--- src/hw/rtl/fhmc_pkg.sv ---
// types, constants and codes shared by the mutex and condition variable lock manager
package fhmc_pkg;

    localparam int THREAD_BITS    = 6;
    localparam int MQ_DEPTH       = 16;
    localparam int CQ_DEPTH       = 16;
    localparam int MAX_RESULTS    = 16;
    localparam int REQ_FIFO_DEPTH = 2;
    localparam int SPIN_BITS      = 10;
    localparam int OP_BITS        = 3;
    localparam int CFG_IDX_BITS   = 1;
    localparam int IN_TDATA_W     = 16;
    localparam int OUT_TDATA_W    = 32;

    typedef logic [THREAD_BITS-1:0] tid_t;
    typedef logic [SPIN_BITS-1:0]   spin_t;

    localparam spin_t SPIN_RESET         = 10'd64;
    localparam spin_t SPIN_FLOOR_RESET   = 10'd16;
    localparam spin_t SPIN_CEILING_RESET = 10'd512;

    localparam logic [CFG_IDX_BITS-1:0] CFG_SPIN_FLOOR   = 1'b0;
    localparam logic [CFG_IDX_BITS-1:0] CFG_SPIN_CEILING = 1'b1;

    typedef enum logic [OP_BITS-1:0] {
        OP_LOCK     = 3'd0,
        OP_UNLOCK   = 3'd1,
        OP_TRY      = 3'd2,
        OP_WAIT     = 3'd3,
        OP_WAKE_ONE = 3'd4,
        OP_WAKE_ALL = 3'd5
    } op_t;

    typedef enum logic [2:0] {
        K_LOCK,
        K_UNLOCK,
        K_TRY,
        K_WAIT,
        K_WAKE_ONE,
        K_WAKE_ALL,
        K_BAD
    } req_kind_t;

    typedef enum logic [2:0] {
        ACT_GRANTED = 3'd0,
        ACT_QMUTEX  = 3'd1,
        ACT_QCOND   = 3'd2,
        ACT_FREED   = 3'd3,
        ACT_NOBODY  = 3'd4,
        ACT_BUSY    = 3'd5,
        ACT_REJECT  = 3'd6
    } action_t;

    typedef enum logic [1:0] {
        STAT_OK               = 2'd0,
        STAT_UNLOCK_NOT_OWNER = 2'd1,
        STAT_WAIT_NOT_OWNER   = 2'd2,
        STAT_FULL             = 2'd3
    } status_t;

    typedef enum logic [1:0] {
        S_IDLE,
        S_RELEASE,
        S_WAKE
    } state_t;

    typedef struct packed {
        req_kind_t kind;
        tid_t      tid;
    } req_t;

    typedef struct packed {
        spin_t spin_floor;
        spin_t spin_ceiling;
    } cfg_t;

    // packed from the lowest bit: subject, action, owner valid, owner, spin hint, status
    typedef struct packed {
        status_t status;
        spin_t   spin_hint;
        tid_t    owner_thread;
        logic    owner_valid;
        action_t action;
        tid_t    subject_thread;
    } res_t;

    localparam int IN_PAD_W  = IN_TDATA_W - OP_BITS - THREAD_BITS;
    localparam int OUT_PAD_W = OUT_TDATA_W - $bits(res_t);

endpackage

--- src/hw/rtl/fhmc_front.sv ---
// front stage: accepts requests and decodes the op into a request kind
module fhmc_front (
    input  logic                         aclk,
    input  logic                         aresetn,
    input  logic                         s_tvalid,
    output logic                         s_tready,
    input  logic [fhmc_pkg::IN_TDATA_W-1:0] s_tdata,
    output logic                         push,
    output fhmc_pkg::req_t               push_req,
    input  logic                         fifo_full
);

    logic             valid_reg;
    logic             valid_next;
    fhmc_pkg::req_t   req_reg;
    fhmc_pkg::req_t   req_next;
    logic [fhmc_pkg::OP_BITS-1:0] op_in;
    fhmc_pkg::tid_t   tid_in;
    logic             accept;

    assign op_in    = s_tdata[fhmc_pkg::OP_BITS-1:0];
    assign tid_in   = s_tdata[fhmc_pkg::OP_BITS +: fhmc_pkg::THREAD_BITS];
    assign push     = valid_reg && !fifo_full;
    assign s_tready = !valid_reg || !fifo_full;
    assign accept   = s_tvalid && s_tready;
    assign push_req = req_reg;

    always_comb begin
        req_next     = req_reg;
        valid_next   = valid_reg;
        if (accept) begin
            valid_next   = 1'b1;
            req_next.tid = tid_in;
            case (op_in)
                fhmc_pkg::OP_LOCK:     req_next.kind = fhmc_pkg::K_LOCK;
                fhmc_pkg::OP_UNLOCK:   req_next.kind = fhmc_pkg::K_UNLOCK;
                fhmc_pkg::OP_TRY:      req_next.kind = fhmc_pkg::K_TRY;
                fhmc_pkg::OP_WAIT:     req_next.kind = fhmc_pkg::K_WAIT;
                fhmc_pkg::OP_WAKE_ONE: req_next.kind = fhmc_pkg::K_WAKE_ONE;
                fhmc_pkg::OP_WAKE_ALL: req_next.kind = fhmc_pkg::K_WAKE_ALL;
                default:               req_next.kind = fhmc_pkg::K_BAD;
            endcase
        end else if (push) begin
            valid_next = 1'b0;
        end
    end

    always_ff @(posedge aclk) begin
        if (!aresetn) begin
            valid_reg <= 1'b0;
        end else begin
            valid_reg <= valid_next;
        end
    end

    always_ff @(posedge aclk) begin
        req_reg <= req_next;
    end

endmodule

--- src/hw/rtl/fhmc_req_fifo.sv ---
// short request queue between the decode front and the execution back
module fhmc_req_fifo (
    input  logic           aclk,
    input  logic           aresetn,
    input  logic           push,
    input  fhmc_pkg::req_t push_req,
    output logic           full,
    input  logic           pop,
    output logic           head_valid,
    output fhmc_pkg::req_t head_req
);

    localparam int AW = $clog2(fhmc_pkg::REQ_FIFO_DEPTH);
    localparam int CW = $clog2(fhmc_pkg::REQ_FIFO_DEPTH + 1);

    fhmc_pkg::req_t mem [fhmc_pkg::REQ_FIFO_DEPTH];
    logic [AW-1:0]  wr_ptr_reg;
    logic [AW-1:0]  wr_ptr_next;
    logic [AW-1:0]  rd_ptr_reg;
    logic [AW-1:0]  rd_ptr_next;
    logic [CW-1:0]  count_reg;
    logic [CW-1:0]  count_next;
    logic           do_push;
    logic           do_pop;

    assign full       = (count_reg == CW'(fhmc_pkg::REQ_FIFO_DEPTH));
    assign head_valid = (count_reg != '0);
    assign head_req   = mem[rd_ptr_reg];
    assign do_push    = push && !full;
    assign do_pop     = pop && head_valid;

    always_comb begin
        wr_ptr_next = wr_ptr_reg;
        rd_ptr_next = rd_ptr_reg;
        count_next  = count_reg;
        if (do_push) begin
            wr_ptr_next = (wr_ptr_reg == AW'(fhmc_pkg::REQ_FIFO_DEPTH - 1)) ? '0
                                                                            : wr_ptr_reg + 1'b1;
        end
        if (do_pop) begin
            rd_ptr_next = (rd_ptr_reg == AW'(fhmc_pkg::REQ_FIFO_DEPTH - 1)) ? '0
                                                                            : rd_ptr_reg + 1'b1;
        end
        if (do_push && !do_pop) begin
            count_next = count_reg + 1'b1;
        end else if (do_pop && !do_push) begin
            count_next = count_reg - 1'b1;
        end
    end

    always_ff @(posedge aclk) begin
        if (!aresetn) begin
            wr_ptr_reg <= '0;
            rd_ptr_reg <= '0;
            count_reg  <= '0;
        end else begin
            wr_ptr_reg <= wr_ptr_next;
            rd_ptr_reg <= rd_ptr_next;
            count_reg  <= count_next;
        end
    end

    always_ff @(posedge aclk) begin
        if (do_push) begin
            mem[wr_ptr_reg] <= push_req;
        end
    end

endmodule

--- src/hw/rtl/fhmc_back.sv ---
// execution back end: mutex and condition state, waiter queues and the result register
module fhmc_back (
    input  logic           aclk,
    input  logic           aresetn,
    input  fhmc_pkg::cfg_t cfg,
    input  logic           head_valid,
    input  fhmc_pkg::req_t head_req,
    output logic           pop,
    output logic           m_tvalid,
    input  logic           m_tready,
    output fhmc_pkg::res_t m_res,
    output logic           m_tlast
);

    localparam int MAW = $clog2(fhmc_pkg::MQ_DEPTH);
    localparam int MCW = $clog2(fhmc_pkg::MQ_DEPTH + 1);
    localparam int CAW = $clog2(fhmc_pkg::CQ_DEPTH);
    localparam int CCW = $clog2(fhmc_pkg::CQ_DEPTH + 1);
    localparam int NW  = $clog2(fhmc_pkg::MAX_RESULTS + 1);

    fhmc_pkg::tid_t   mq_mem [fhmc_pkg::MQ_DEPTH];
    fhmc_pkg::tid_t   cq_mem [fhmc_pkg::CQ_DEPTH];

    fhmc_pkg::state_t state_reg, state_next;
    logic             owner_present_reg, owner_present_next;
    fhmc_pkg::tid_t   owner_id_reg, owner_id_next;
    fhmc_pkg::spin_t  spin_reg, spin_next;
    logic [MAW-1:0]   mq_head_reg, mq_head_next;
    logic [MCW-1:0]   mq_count_reg, mq_count_next;
    logic [CAW-1:0]   cq_head_reg, cq_head_next;
    logic [CCW-1:0]   cq_count_reg, cq_count_next;
    logic [NW-1:0]    n_reg, n_next;
    fhmc_pkg::tid_t   req_tid_reg, req_tid_next;
    logic             m_valid_reg, m_valid_next;
    fhmc_pkg::res_t   m_res_reg, m_res_next;
    logic             m_last_reg, m_last_next;

    logic             out_free;
    logic             is_owner;
    logic             mq_full;
    logic             cq_full;
    logic [MAW:0]     mq_sum;
    logic [MAW-1:0]   mq_tail;
    logic [CAW:0]     cq_sum;
    logic [CAW-1:0]   cq_tail;
    fhmc_pkg::tid_t   cq_head_tid;
    fhmc_pkg::tid_t   mq_head_tid;

    fhmc_pkg::tid_t     acq_tid;
    fhmc_pkg::action_t  acq_act;
    fhmc_pkg::status_t  acq_st;
    logic               acq_grant;
    logic               acq_queue;
    fhmc_pkg::tid_t     rel_tid;
    logic               rel_handoff;

    logic               do_acq;
    logic               do_rel;
    logic               try_grant;
    logic               cq_push;
    logic               cq_pop;
    logic               out_load;
    fhmc_pkg::tid_t     o_subj;
    fhmc_pkg::action_t  o_act;
    fhmc_pkg::status_t  o_st;
    logic               o_last;
    logic               wake_ok;

    assign out_free    = !m_valid_reg || m_tready;
    assign is_owner    = owner_present_reg && (owner_id_reg == head_req.tid);
    assign mq_full     = (mq_count_reg >= MCW'(fhmc_pkg::MQ_DEPTH));
    assign cq_full     = (cq_count_reg >= CCW'(fhmc_pkg::CQ_DEPTH));
    assign mq_sum      = (MAW+1)'(mq_head_reg) + (MAW+1)'(mq_count_reg);
    assign mq_tail     = (mq_sum >= (MAW+1)'(fhmc_pkg::MQ_DEPTH))
                         ? MAW'(mq_sum - (MAW+1)'(fhmc_pkg::MQ_DEPTH)) : MAW'(mq_sum);
    assign cq_sum      = (CAW+1)'(cq_head_reg) + (CAW+1)'(cq_count_reg);
    assign cq_tail     = (cq_sum >= (CAW+1)'(fhmc_pkg::CQ_DEPTH))
                         ? CAW'(cq_sum - (CAW+1)'(fhmc_pkg::CQ_DEPTH)) : CAW'(cq_sum);
    assign cq_head_tid = cq_mem[cq_head_reg];
    assign mq_head_tid = mq_mem[mq_head_reg];

    // lock on behalf of one thread: grant, queue or full
    assign acq_tid = (state_reg == fhmc_pkg::S_WAKE ||
                      head_req.kind == fhmc_pkg::K_WAKE_ONE ||
                      head_req.kind == fhmc_pkg::K_WAKE_ALL) ? cq_head_tid : head_req.tid;

    always_comb begin
        acq_grant = 1'b0;
        acq_queue = 1'b0;
        acq_act   = fhmc_pkg::ACT_GRANTED;
        acq_st    = fhmc_pkg::STAT_OK;
        if (!owner_present_reg) begin
            acq_grant = 1'b1;
        end else if (mq_full) begin
            acq_act = fhmc_pkg::ACT_REJECT;
            acq_st  = fhmc_pkg::STAT_FULL;
        end else begin
            acq_queue = 1'b1;
            acq_act   = fhmc_pkg::ACT_QMUTEX;
        end
    end

    assign wake_ok     = (acq_act != fhmc_pkg::ACT_REJECT);
    assign rel_tid     = (state_reg == fhmc_pkg::S_RELEASE) ? req_tid_reg : head_req.tid;
    assign rel_handoff = (mq_count_reg != '0);

    always_comb begin
        state_next   = state_reg;
        n_next       = n_reg;
        req_tid_next = req_tid_reg;
        pop          = 1'b0;
        do_acq       = 1'b0;
        do_rel       = 1'b0;
        try_grant    = 1'b0;
        cq_push      = 1'b0;
        cq_pop       = 1'b0;
        out_load     = 1'b0;
        o_subj       = head_req.tid;
        o_act        = fhmc_pkg::ACT_REJECT;
        o_st         = fhmc_pkg::STAT_OK;
        o_last       = 1'b1;
        case (state_reg)
            fhmc_pkg::S_IDLE: begin
                if (head_valid && out_free) begin
                    pop      = 1'b1;
                    out_load = 1'b1;
                    case (head_req.kind)
                        fhmc_pkg::K_LOCK: begin
                            do_acq = 1'b1;
                            o_act  = acq_act;
                            o_st   = acq_st;
                        end
                        fhmc_pkg::K_UNLOCK: begin
                            if (!is_owner) begin
                                o_st = fhmc_pkg::STAT_UNLOCK_NOT_OWNER;
                            end else begin
                                do_rel = 1'b1;
                                o_subj = rel_handoff ? mq_head_tid : rel_tid;
                                o_act  = rel_handoff ? fhmc_pkg::ACT_GRANTED
                                                     : fhmc_pkg::ACT_FREED;
                            end
                        end
                        fhmc_pkg::K_TRY: begin
                            if (!owner_present_reg) begin
                                try_grant = 1'b1;
                                o_act     = fhmc_pkg::ACT_GRANTED;
                            end else begin
                                o_act = fhmc_pkg::ACT_BUSY;
                            end
                        end
                        fhmc_pkg::K_WAIT: begin
                            if (!is_owner) begin
                                o_st = fhmc_pkg::STAT_WAIT_NOT_OWNER;
                            end else if (cq_full) begin
                                o_st = fhmc_pkg::STAT_FULL;
                            end else begin
                                cq_push      = 1'b1;
                                o_act        = fhmc_pkg::ACT_QCOND;
                                o_last       = 1'b0;
                                req_tid_next = head_req.tid;
                                state_next   = fhmc_pkg::S_RELEASE;
                            end
                        end
                        fhmc_pkg::K_WAKE_ONE, fhmc_pkg::K_WAKE_ALL: begin
                            if (cq_count_reg == '0) begin
                                o_act = fhmc_pkg::ACT_NOBODY;
                            end else begin
                                do_acq = 1'b1;
                                cq_pop = wake_ok;
                                o_subj = acq_tid;
                                o_act  = acq_act;
                                o_st   = acq_st;
                                n_next = NW'(1);
                                if (head_req.kind == fhmc_pkg::K_WAKE_ALL && wake_ok &&
                                    cq_count_reg > CCW'(1) && fhmc_pkg::MAX_RESULTS > 1) begin
                                    o_last     = 1'b0;
                                    state_next = fhmc_pkg::S_WAKE;
                                end
                            end
                        end
                        default: begin
                            o_st = fhmc_pkg::STAT_OK;
                        end
                    endcase
                end
            end
            fhmc_pkg::S_RELEASE: begin
                if (out_free) begin
                    out_load   = 1'b1;
                    do_rel     = 1'b1;
                    o_subj     = rel_handoff ? mq_head_tid : rel_tid;
                    o_act      = rel_handoff ? fhmc_pkg::ACT_GRANTED : fhmc_pkg::ACT_FREED;
                    state_next = fhmc_pkg::S_IDLE;
                end
            end
            fhmc_pkg::S_WAKE: begin
                if (out_free) begin
                    out_load = 1'b1;
                    do_acq   = 1'b1;
                    cq_pop   = wake_ok;
                    o_subj   = acq_tid;
                    o_act    = acq_act;
                    o_st     = acq_st;
                    n_next   = n_reg + 1'b1;
                    if (wake_ok && cq_count_reg > CCW'(1) &&
                        (n_reg + 1'b1) < NW'(fhmc_pkg::MAX_RESULTS)) begin
                        o_last = 1'b0;
                    end else begin
                        state_next = fhmc_pkg::S_IDLE;
                    end
                end
            end
            default: begin
                state_next = fhmc_pkg::S_IDLE;
            end
        endcase
    end

    always_comb begin
        owner_present_next = owner_present_reg;
        owner_id_next      = owner_id_reg;
        spin_next          = spin_reg;
        mq_head_next       = mq_head_reg;
        mq_count_next      = mq_count_reg;
        cq_head_next       = cq_head_reg;
        cq_count_next      = cq_count_reg;
        if (do_acq && acq_grant) begin
            owner_present_next = 1'b1;
            owner_id_next      = acq_tid;
            if (spin_reg < cfg.spin_ceiling) begin
                spin_next = spin_reg + 1'b1;
            end
        end
        if (do_acq && acq_queue) begin
            mq_count_next = mq_count_reg + 1'b1;
            if (spin_reg > cfg.spin_floor) begin
                spin_next = spin_reg - 1'b1;
            end
        end
        if (do_rel) begin
            if (rel_handoff) begin
                owner_present_next = 1'b1;
                owner_id_next      = mq_head_tid;
                mq_count_next      = mq_count_reg - 1'b1;
                mq_head_next       = (mq_head_reg == MAW'(fhmc_pkg::MQ_DEPTH - 1)) ? '0
                                                                                   : mq_head_reg + 1'b1;
            end else begin
                owner_present_next = 1'b0;
                owner_id_next      = '0;
            end
        end
        if (try_grant) begin
            owner_present_next = 1'b1;
            owner_id_next      = head_req.tid;
        end
        if (cq_push) begin
            cq_count_next = cq_count_reg + 1'b1;
        end
        if (cq_pop) begin
            cq_count_next = cq_count_reg - 1'b1;
            cq_head_next  = (cq_head_reg == CAW'(fhmc_pkg::CQ_DEPTH - 1)) ? '0
                                                                          : cq_head_reg + 1'b1;
        end
    end

    always_comb begin
        m_valid_next = m_valid_reg;
        m_res_next   = m_res_reg;
        m_last_next  = m_last_reg;
        if (out_load) begin
            m_valid_next              = 1'b1;
            m_last_next               = o_last;
            m_res_next.subject_thread = o_subj;
            m_res_next.action         = o_act;
            m_res_next.status         = o_st;
            m_res_next.owner_valid    = owner_present_next;
            m_res_next.owner_thread   = owner_present_next ? owner_id_next : '0;
            m_res_next.spin_hint      = spin_next;
        end else if (m_tready) begin
            m_valid_next = 1'b0;
        end
    end

    always_ff @(posedge aclk) begin
        if (!aresetn) begin
            state_reg         <= fhmc_pkg::S_IDLE;
            owner_present_reg <= 1'b0;
            owner_id_reg      <= '0;
            spin_reg          <= fhmc_pkg::SPIN_RESET;
            mq_head_reg       <= '0;
            mq_count_reg      <= '0;
            cq_head_reg       <= '0;
            cq_count_reg      <= '0;
            n_reg             <= '0;
            m_valid_reg       <= 1'b0;
        end else begin
            state_reg         <= state_next;
            owner_present_reg <= owner_present_next;
            owner_id_reg      <= owner_id_next;
            spin_reg          <= spin_next;
            mq_head_reg       <= mq_head_next;
            mq_count_reg      <= mq_count_next;
            cq_head_reg       <= cq_head_next;
            cq_count_reg      <= cq_count_next;
            n_reg             <= n_next;
            m_valid_reg       <= m_valid_next;
        end
    end

    always_ff @(posedge aclk) begin
        req_tid_reg <= req_tid_next;
        m_res_reg   <= m_res_next;
        m_last_reg  <= m_last_next;
    end

    always_ff @(posedge aclk) begin
        if (do_acq && acq_queue) begin
            mq_mem[mq_tail] <= acq_tid;
        end
    end

    always_ff @(posedge aclk) begin
        if (cq_push) begin
            cq_mem[cq_tail] <= head_req.tid;
        end
    end

    assign m_tvalid = m_valid_reg;
    assign m_res    = m_res_reg;
    assign m_tlast  = m_last_reg;

endmodule

--- src/hw/rtl/fifo_handoff_mutex_condvar_top.sv ---
// top level of the lock manager for one mutex and one condition variable
// usage:
// requests enter on the s_ stream: op and thread id in s_tdata. results leave on the
// m_ stream, one or more per request, with m_tlast on the final result of each request.
// spin_floor and spin_ceiling are written through cfg_we, cfg_index and cfg_wdata
// while no request is in flight; a write takes effect at the same clock edge.
// a request passes through the decode register, the request queue and the result
// register before its first result shows on m_tvalid.
// throughput: the execution stage produces one result per cycle unless m_tready is low;
// lock, unlock, try lock and wake one give one result each, condition wait gives two
// and wake all gives one result per waiter it takes, up to sixteen. the front keeps accepting
// into a two-entry request queue while the execution stage is busy.
// reset clears ownership, both waiter queues and the request queue, sets the spin
// hint to 64 and the spin bounds to 16 and 512; waiter entries are not cleared.
// when the receiver holds m_tready low the result register holds its result, the
// execution stage stops, then the request queue and the front fill and s_tready drops.
module fifo_handoff_mutex_condvar_top (
    input  logic                                  aclk,
    input  logic                                  aresetn,
    input  logic                                  s_tvalid,
    output logic                                  s_tready,
    input  logic [fhmc_pkg::IN_TDATA_W-1:0]       s_tdata,   // op, thread_id
    output logic                                  m_tvalid,
    input  logic                                  m_tready,
    output logic [fhmc_pkg::OUT_TDATA_W-1:0]      m_tdata,   // subject_thread, action,
                                                             // owner_valid, owner_thread,
                                                             // spin_hint, status
    output logic                                  m_tlast,
    input  logic                                  cfg_we,
    input  logic [fhmc_pkg::CFG_IDX_BITS-1:0]     cfg_index,
    input  logic [fhmc_pkg::SPIN_BITS-1:0]        cfg_wdata
);

    fhmc_pkg::cfg_t cfg_reg;
    fhmc_pkg::cfg_t cfg_next;
    logic           push;
    fhmc_pkg::req_t push_req;
    logic           fifo_full;
    logic           pop;
    logic           head_valid;
    fhmc_pkg::req_t head_req;
    fhmc_pkg::res_t m_res;

    always_comb begin
        cfg_next = cfg_reg;
        if (cfg_we) begin
            case (cfg_index)
                fhmc_pkg::CFG_SPIN_FLOOR:   cfg_next.spin_floor   = cfg_wdata;
                fhmc_pkg::CFG_SPIN_CEILING: cfg_next.spin_ceiling = cfg_wdata;
                default:                    cfg_next = cfg_reg;
            endcase
        end
    end

    always_ff @(posedge aclk) begin
        if (!aresetn) begin
            cfg_reg.spin_floor   <= fhmc_pkg::SPIN_FLOOR_RESET;
            cfg_reg.spin_ceiling <= fhmc_pkg::SPIN_CEILING_RESET;
        end else begin
            cfg_reg <= cfg_next;
        end
    end

    fhmc_front u_front (
        .aclk      (aclk),
        .aresetn   (aresetn),
        .s_tvalid  (s_tvalid),
        .s_tready  (s_tready),
        .s_tdata   (s_tdata),
        .push      (push),
        .push_req  (push_req),
        .fifo_full (fifo_full)
    );

    fhmc_req_fifo u_fifo (
        .aclk       (aclk),
        .aresetn    (aresetn),
        .push       (push),
        .push_req   (push_req),
        .full       (fifo_full),
        .pop        (pop),
        .head_valid (head_valid),
        .head_req   (head_req)
    );

    fhmc_back u_back (
        .aclk       (aclk),
        .aresetn    (aresetn),
        .cfg        (cfg_reg),
        .head_valid (head_valid),
        .head_req   (head_req),
        .pop        (pop),
        .m_tvalid   (m_tvalid),
        .m_tready   (m_tready),
        .m_res      (m_res),
        .m_tlast    (m_tlast)
    );

    assign m_tdata = {{fhmc_pkg::OUT_PAD_W{1'b0}}, m_res};

endmodule

--- config.mk ---
export PLATFORM = sky130hd
export DESIGN_NAME = fifo_handoff_mutex_condvar_top
export DESIGN_NICKNAME = d
export VERILOG_FILES = /design/src/hw/rtl/fhmc_pkg.sv /design/src/hw/rtl/fhmc_front.sv /design/src/hw/rtl/fhmc_req_fifo.sv /design/src/hw/rtl/fhmc_back.sv /design/src/hw/rtl/fifo_handoff_mutex_condvar_top.sv
export SDC_FILE = /design/constraint.sdc
export NUM_CORES = 1
export LEC_CHECK = 0
export ABC_AREA = 1
export BUFFER_PORTS_ARGS = -buffer_cell sky130_fd_sc_hd__buf_2
export CAP_MARGIN = 20
export CORE_MARGIN = 3
export CORE_UTILIZATION = 53
export DETAILED_ROUTE_END_ITERATION = 7
export PLACE_DENSITY = 0.71
export SLEW_MARGIN = 5
export SYNTH_ARGS = -nofsm -noshare
export SYNTH_HDL_FRONTEND = slang
export SYNTH_SLANG_ARGS = --single-unit
--- constraint.sdc ---
create_clock -name aclk -period 5.5 [get_ports aclk]
set_clock_uncertainty 0.2 [all_clocks]
set_input_delay 0.55 -clock aclk [delete_from_list [all_inputs] [get_ports aclk]]
set_output_delay 0.55 -clock aclk [all_outputs]
set_load 0.01 [all_outputs]
==> run summary <==
The flow ran to the end, and the final reports show no timing, DRC or antenna violations. STA puts the critical path data required time at 5.46 ns. The placeable core area came out at 29100 um2.

After detailed routing, the number of remaining DRC violations is 0. For the number of endpoints with negative hold slack in the final report, the log shows 0. The average via count per standard cell is 5.44.

The most common cell after layout, fill and taps aside is sky130_fd_sc_hd__nand2_1. The cell sitting at the root of the clock tree is a sky130_fd_sc_hd__clkbuf_16. From left edge to right edge, the die measures 179 um. Mean instance size in the synthesized netlist: 9.14 um2.

At the end of routability-driven placement, the weighted congestion stood at 0.924. The number of global-route vias before repair was 11507. The finished cells cover 17600 um2. Entering global routing, the biggest net connects 50 pins. The total power density per cell area is 449 nW/um2. In the final design database the tool counted 1857 nets. Max-cap violations in this run came to 0. The critical path class is flip-flop to flip-flop. Of the total power, registers draw 42.9%. The synthesized design devotes to its leading area cell type 48.2% of total area. The worst-case reg-to-reg path depth works out to 12. The leading area contributor after synthesis was sky130_fd_sc_hd__edfxtp_1. The netlist uses 48 different library cells. TritonCTS built the clock tree. The number of gates resized after CTS was 0.

After synthesis, flip-flops and latches occupy 57.9% of the total area. The number of detailed-route iterations in the first pass is 5. Summing every instance area after synthesis gives 15800 um2. The number of cells traversed by the worst hold path is 1, and the number of I/O pins is 67. Final number of max-transition violations: 0.

Count of warnings emitted by yosys: 0. For this design the static power due to leakage is 0.00721 uW. In the global route stage, overall resource usage came out at 22.9%. The minimum clock period was 3.95 ns; the proportion of total power due to net switching was 34.9%. The tools report the sort of element at the end of the critical path as a flip-flop.

After detailed routing, the average wire length per cell comes to 16.4 um. At the pin with the least slew margin, the transition time is 0.938 ns. Cell-internal power: 5150 uW.

Clock-pin transition on the worst setup and hold timing paths: 0.06 ns. In this run, the number of DRC markers left after iteration 0 of detailed routing was 974. Of the available clock period, the critical path in the final layout requires 71.8%. 0 antenna diodes ended up in the layout.

After detailed placement, the total cell area comes to 16400 um2. For the remaining antenna violation count, the log shows 0. The worst-case headroom to the max-slew limit is 37.4%. The total length of routed wires is 35900 um. The H-tree generated during clock tree synthesis spans 2 levels.

The finished layout holds 2192 standard cells, fillers aside. For this configuration, the core starts out at a cell density of 54.4%. In this run the vertical extent of the chip is 179 um. The run gives 35 as the number of clock buffers inserted by TritonCTS. During placement, the flow inserted port buffers numbering 55.

The logs give 331 for the total clock sinks and 3.91 ns for the critical path data arrival time. The top cell types in the final layout, fill and taps aside, are sky130_fd_sc_hd__nand2_1 (540), sky130_fd_sc_hd__edfxtp_1 (254), sky130_fd_sc_hd__nand3_1 (234). Clock latency on the worst-skew pair, taken at its later pin, is 0.53 ns. The tools report the pre-CTS worst setup slack as 1.52 ns.

The clock passes through at most 3 buffers. The fmax was 253 MHz; the maximum fanout along the worst path was 21. Global routing finished with a remaining overflow of 0.

For this block, the via count after detailed routing is 11930. After routing, the total negative slack on setup checks comes to 0 ns. Relative to the synthesized area, the layout overhead comes to 11.0%. Counting every instance in the synthesized netlist gives 1732. The number of placed instances, taps included, is 2120. The post-layout worst setup margin is 1.55 ns. IR analysis of the VDD net gives a maximum drop of 0.000390 V. The total die area is 32000 um2. The tools report the wire length of the first global-routing pass as 57900 um. The final-report setup violation count is 0, and the flip-flop and latch count after synthesis is 331.

In this run the power spent charging and discharging nets is 2750 uW. Setup repair after global routing left no endpoint under its margin. In the post-synthesis netlist, the biggest area contributors are sky130_fd_sc_hd__edfxtp_1 (48%), sky130_fd_sc_hd__nand2_1 (13%), sky130_fd_sc_hd__dfxtp_1 (9.7%).

The count of standard-cell rows was 62. Of the total power, combinational logic draws 28.7%. The number of antenna violations at the first check in global routing is 0. The worst setup path is launched from a flip-flop. The clock network burns 28.5% of the power. Of the cells placed in the final design, the portion with a size suffix greater than 1 is 8.96%.

Once detailed placement completed, the half-perimeter wirelength came to 24500 um. The min-delay analysis places its worst path in the category input pin to flip-flop.
routing by layer:
metal / track usage [%] / vias up / wire (um)
met2: 37.9 / 404 / 16900
met1: 30.7 / 5570 / 15800
met3: 4.04 / 69 / 2190
met5: 0 / - / 0
met4: 7.27 / 0 / 945
li1: - / 5887 / -
area by class of cell:
cell class	count	area [um2]
Clock buffer	49	958
Clock inverter	15	141
Fill cell	2349	11500
Inverter	148	556
Multi-Input combinational cell	1195	5850
Sequential cell	331	9170
Tap cell	384	480
Timing Repair Buffer	70	425
what timing repair did:
action | CTS | global route
hold endpoints to repair | 7 | 0
setup buffers | 0 | 0
hold buffers | 7 | 0
worst max-delay path, stage by stage, from the launching register on:
cell and delay (ns):
sky130_fd_sc_hd__dfxtp_1 0.63, sky130_fd_sc_hd__inv_2 0.23, sky130_fd_sc_hd__nand2_1 0.13, sky130_fd_sc_hd__nand2_1 0.46, sky130_fd_sc_hd__nand2_1 0.29, sky130_fd_sc_hd__nand2_2 0.08
sky130_fd_sc_hd__nor2_2 0.09, sky130_fd_sc_hd__nand2_2 0.06, sky130_fd_sc_hd__nor2_4 0.16, sky130_fd_sc_hd__nand4_4 0.13, sky130_fd_sc_hd__inv_1 0.31, sky130_fd_sc_hd__nand3_1 0.28
sky130_fd_sc_hd__nor2_1 0.49
power by group through the flow:
stage | logic [uW] | clock network (uW) | registers, uW
global route | 2520 | 2380 | 3410
detailed placement | 2190 | 0 | 3440
global placement | 2140 | 0 | 3440
floorplan | 1440 | 0 | 3460
finish | 2260 | 2250 | 3380
CTS | 2200 | 2290 | 3390
cell usage after synthesis, drive strengths merged:
cell / number
a211oi: 1
a21boi: 1
a21o: 3
a21oi: 70
a22oi: 3
buf: 30
clkbuf: 31
clkinv: 2
conb: 1
dfxtp: 77
edfxtp: 254
fa: 2
ha: 42
inv: 146
nand2: 562
nand3: 235
nand3b: 3
nand4: 9
nor2: 135
nor3: 8
nor3b: 1
nor4: 1
o2111ai: 1
o211a: 1
o211ai: 11
o21a: 3
o21ai: 64
o21bai: 1
or2: 7
xnor2: 9
xor2: 18
worst paths after layout:
check	slack, ns	startpoint	end
max	1.55	flip-flop	u_back.cq_mem[2][1]$_DFFE_PP_
min	0.02	s_tdata[5]	u_front.push_req[2]$_DFFE_PP_
max reg2reg	1.55	flip-flop	u_back.cq_mem[2][1]$_DFFE_PP_
min reg2reg	0.24	u_front.push_req[1]$_DFFE_PP_	u_fifo.mem[1][1]$_DFFE_PP_
cells by family after synthesis:
group,Yosys count,share of synthesized area [%]
and+or+nand+nor,961,26.1
DFF,331,57.9
buffers and inverters,209,5.32
AOI/OAI and AO/OA,159,5.59
adders and majority gates,44,3.57
xor gates and xnor gates,27,1.54
other,1,0.0237
metrics by stage:
stage	hold slack [ns]	total power, uW	util, %
floorplan	0.221	4890	-
global route	0.0165	8310	60.4
CTS	0.00554	7880	60.3
finish	0.0188	7900	60.4
detailed placement	0.230	5630	56.3
global placement	0.225	5580	56.3
Power figures use the tool's default switching activity.
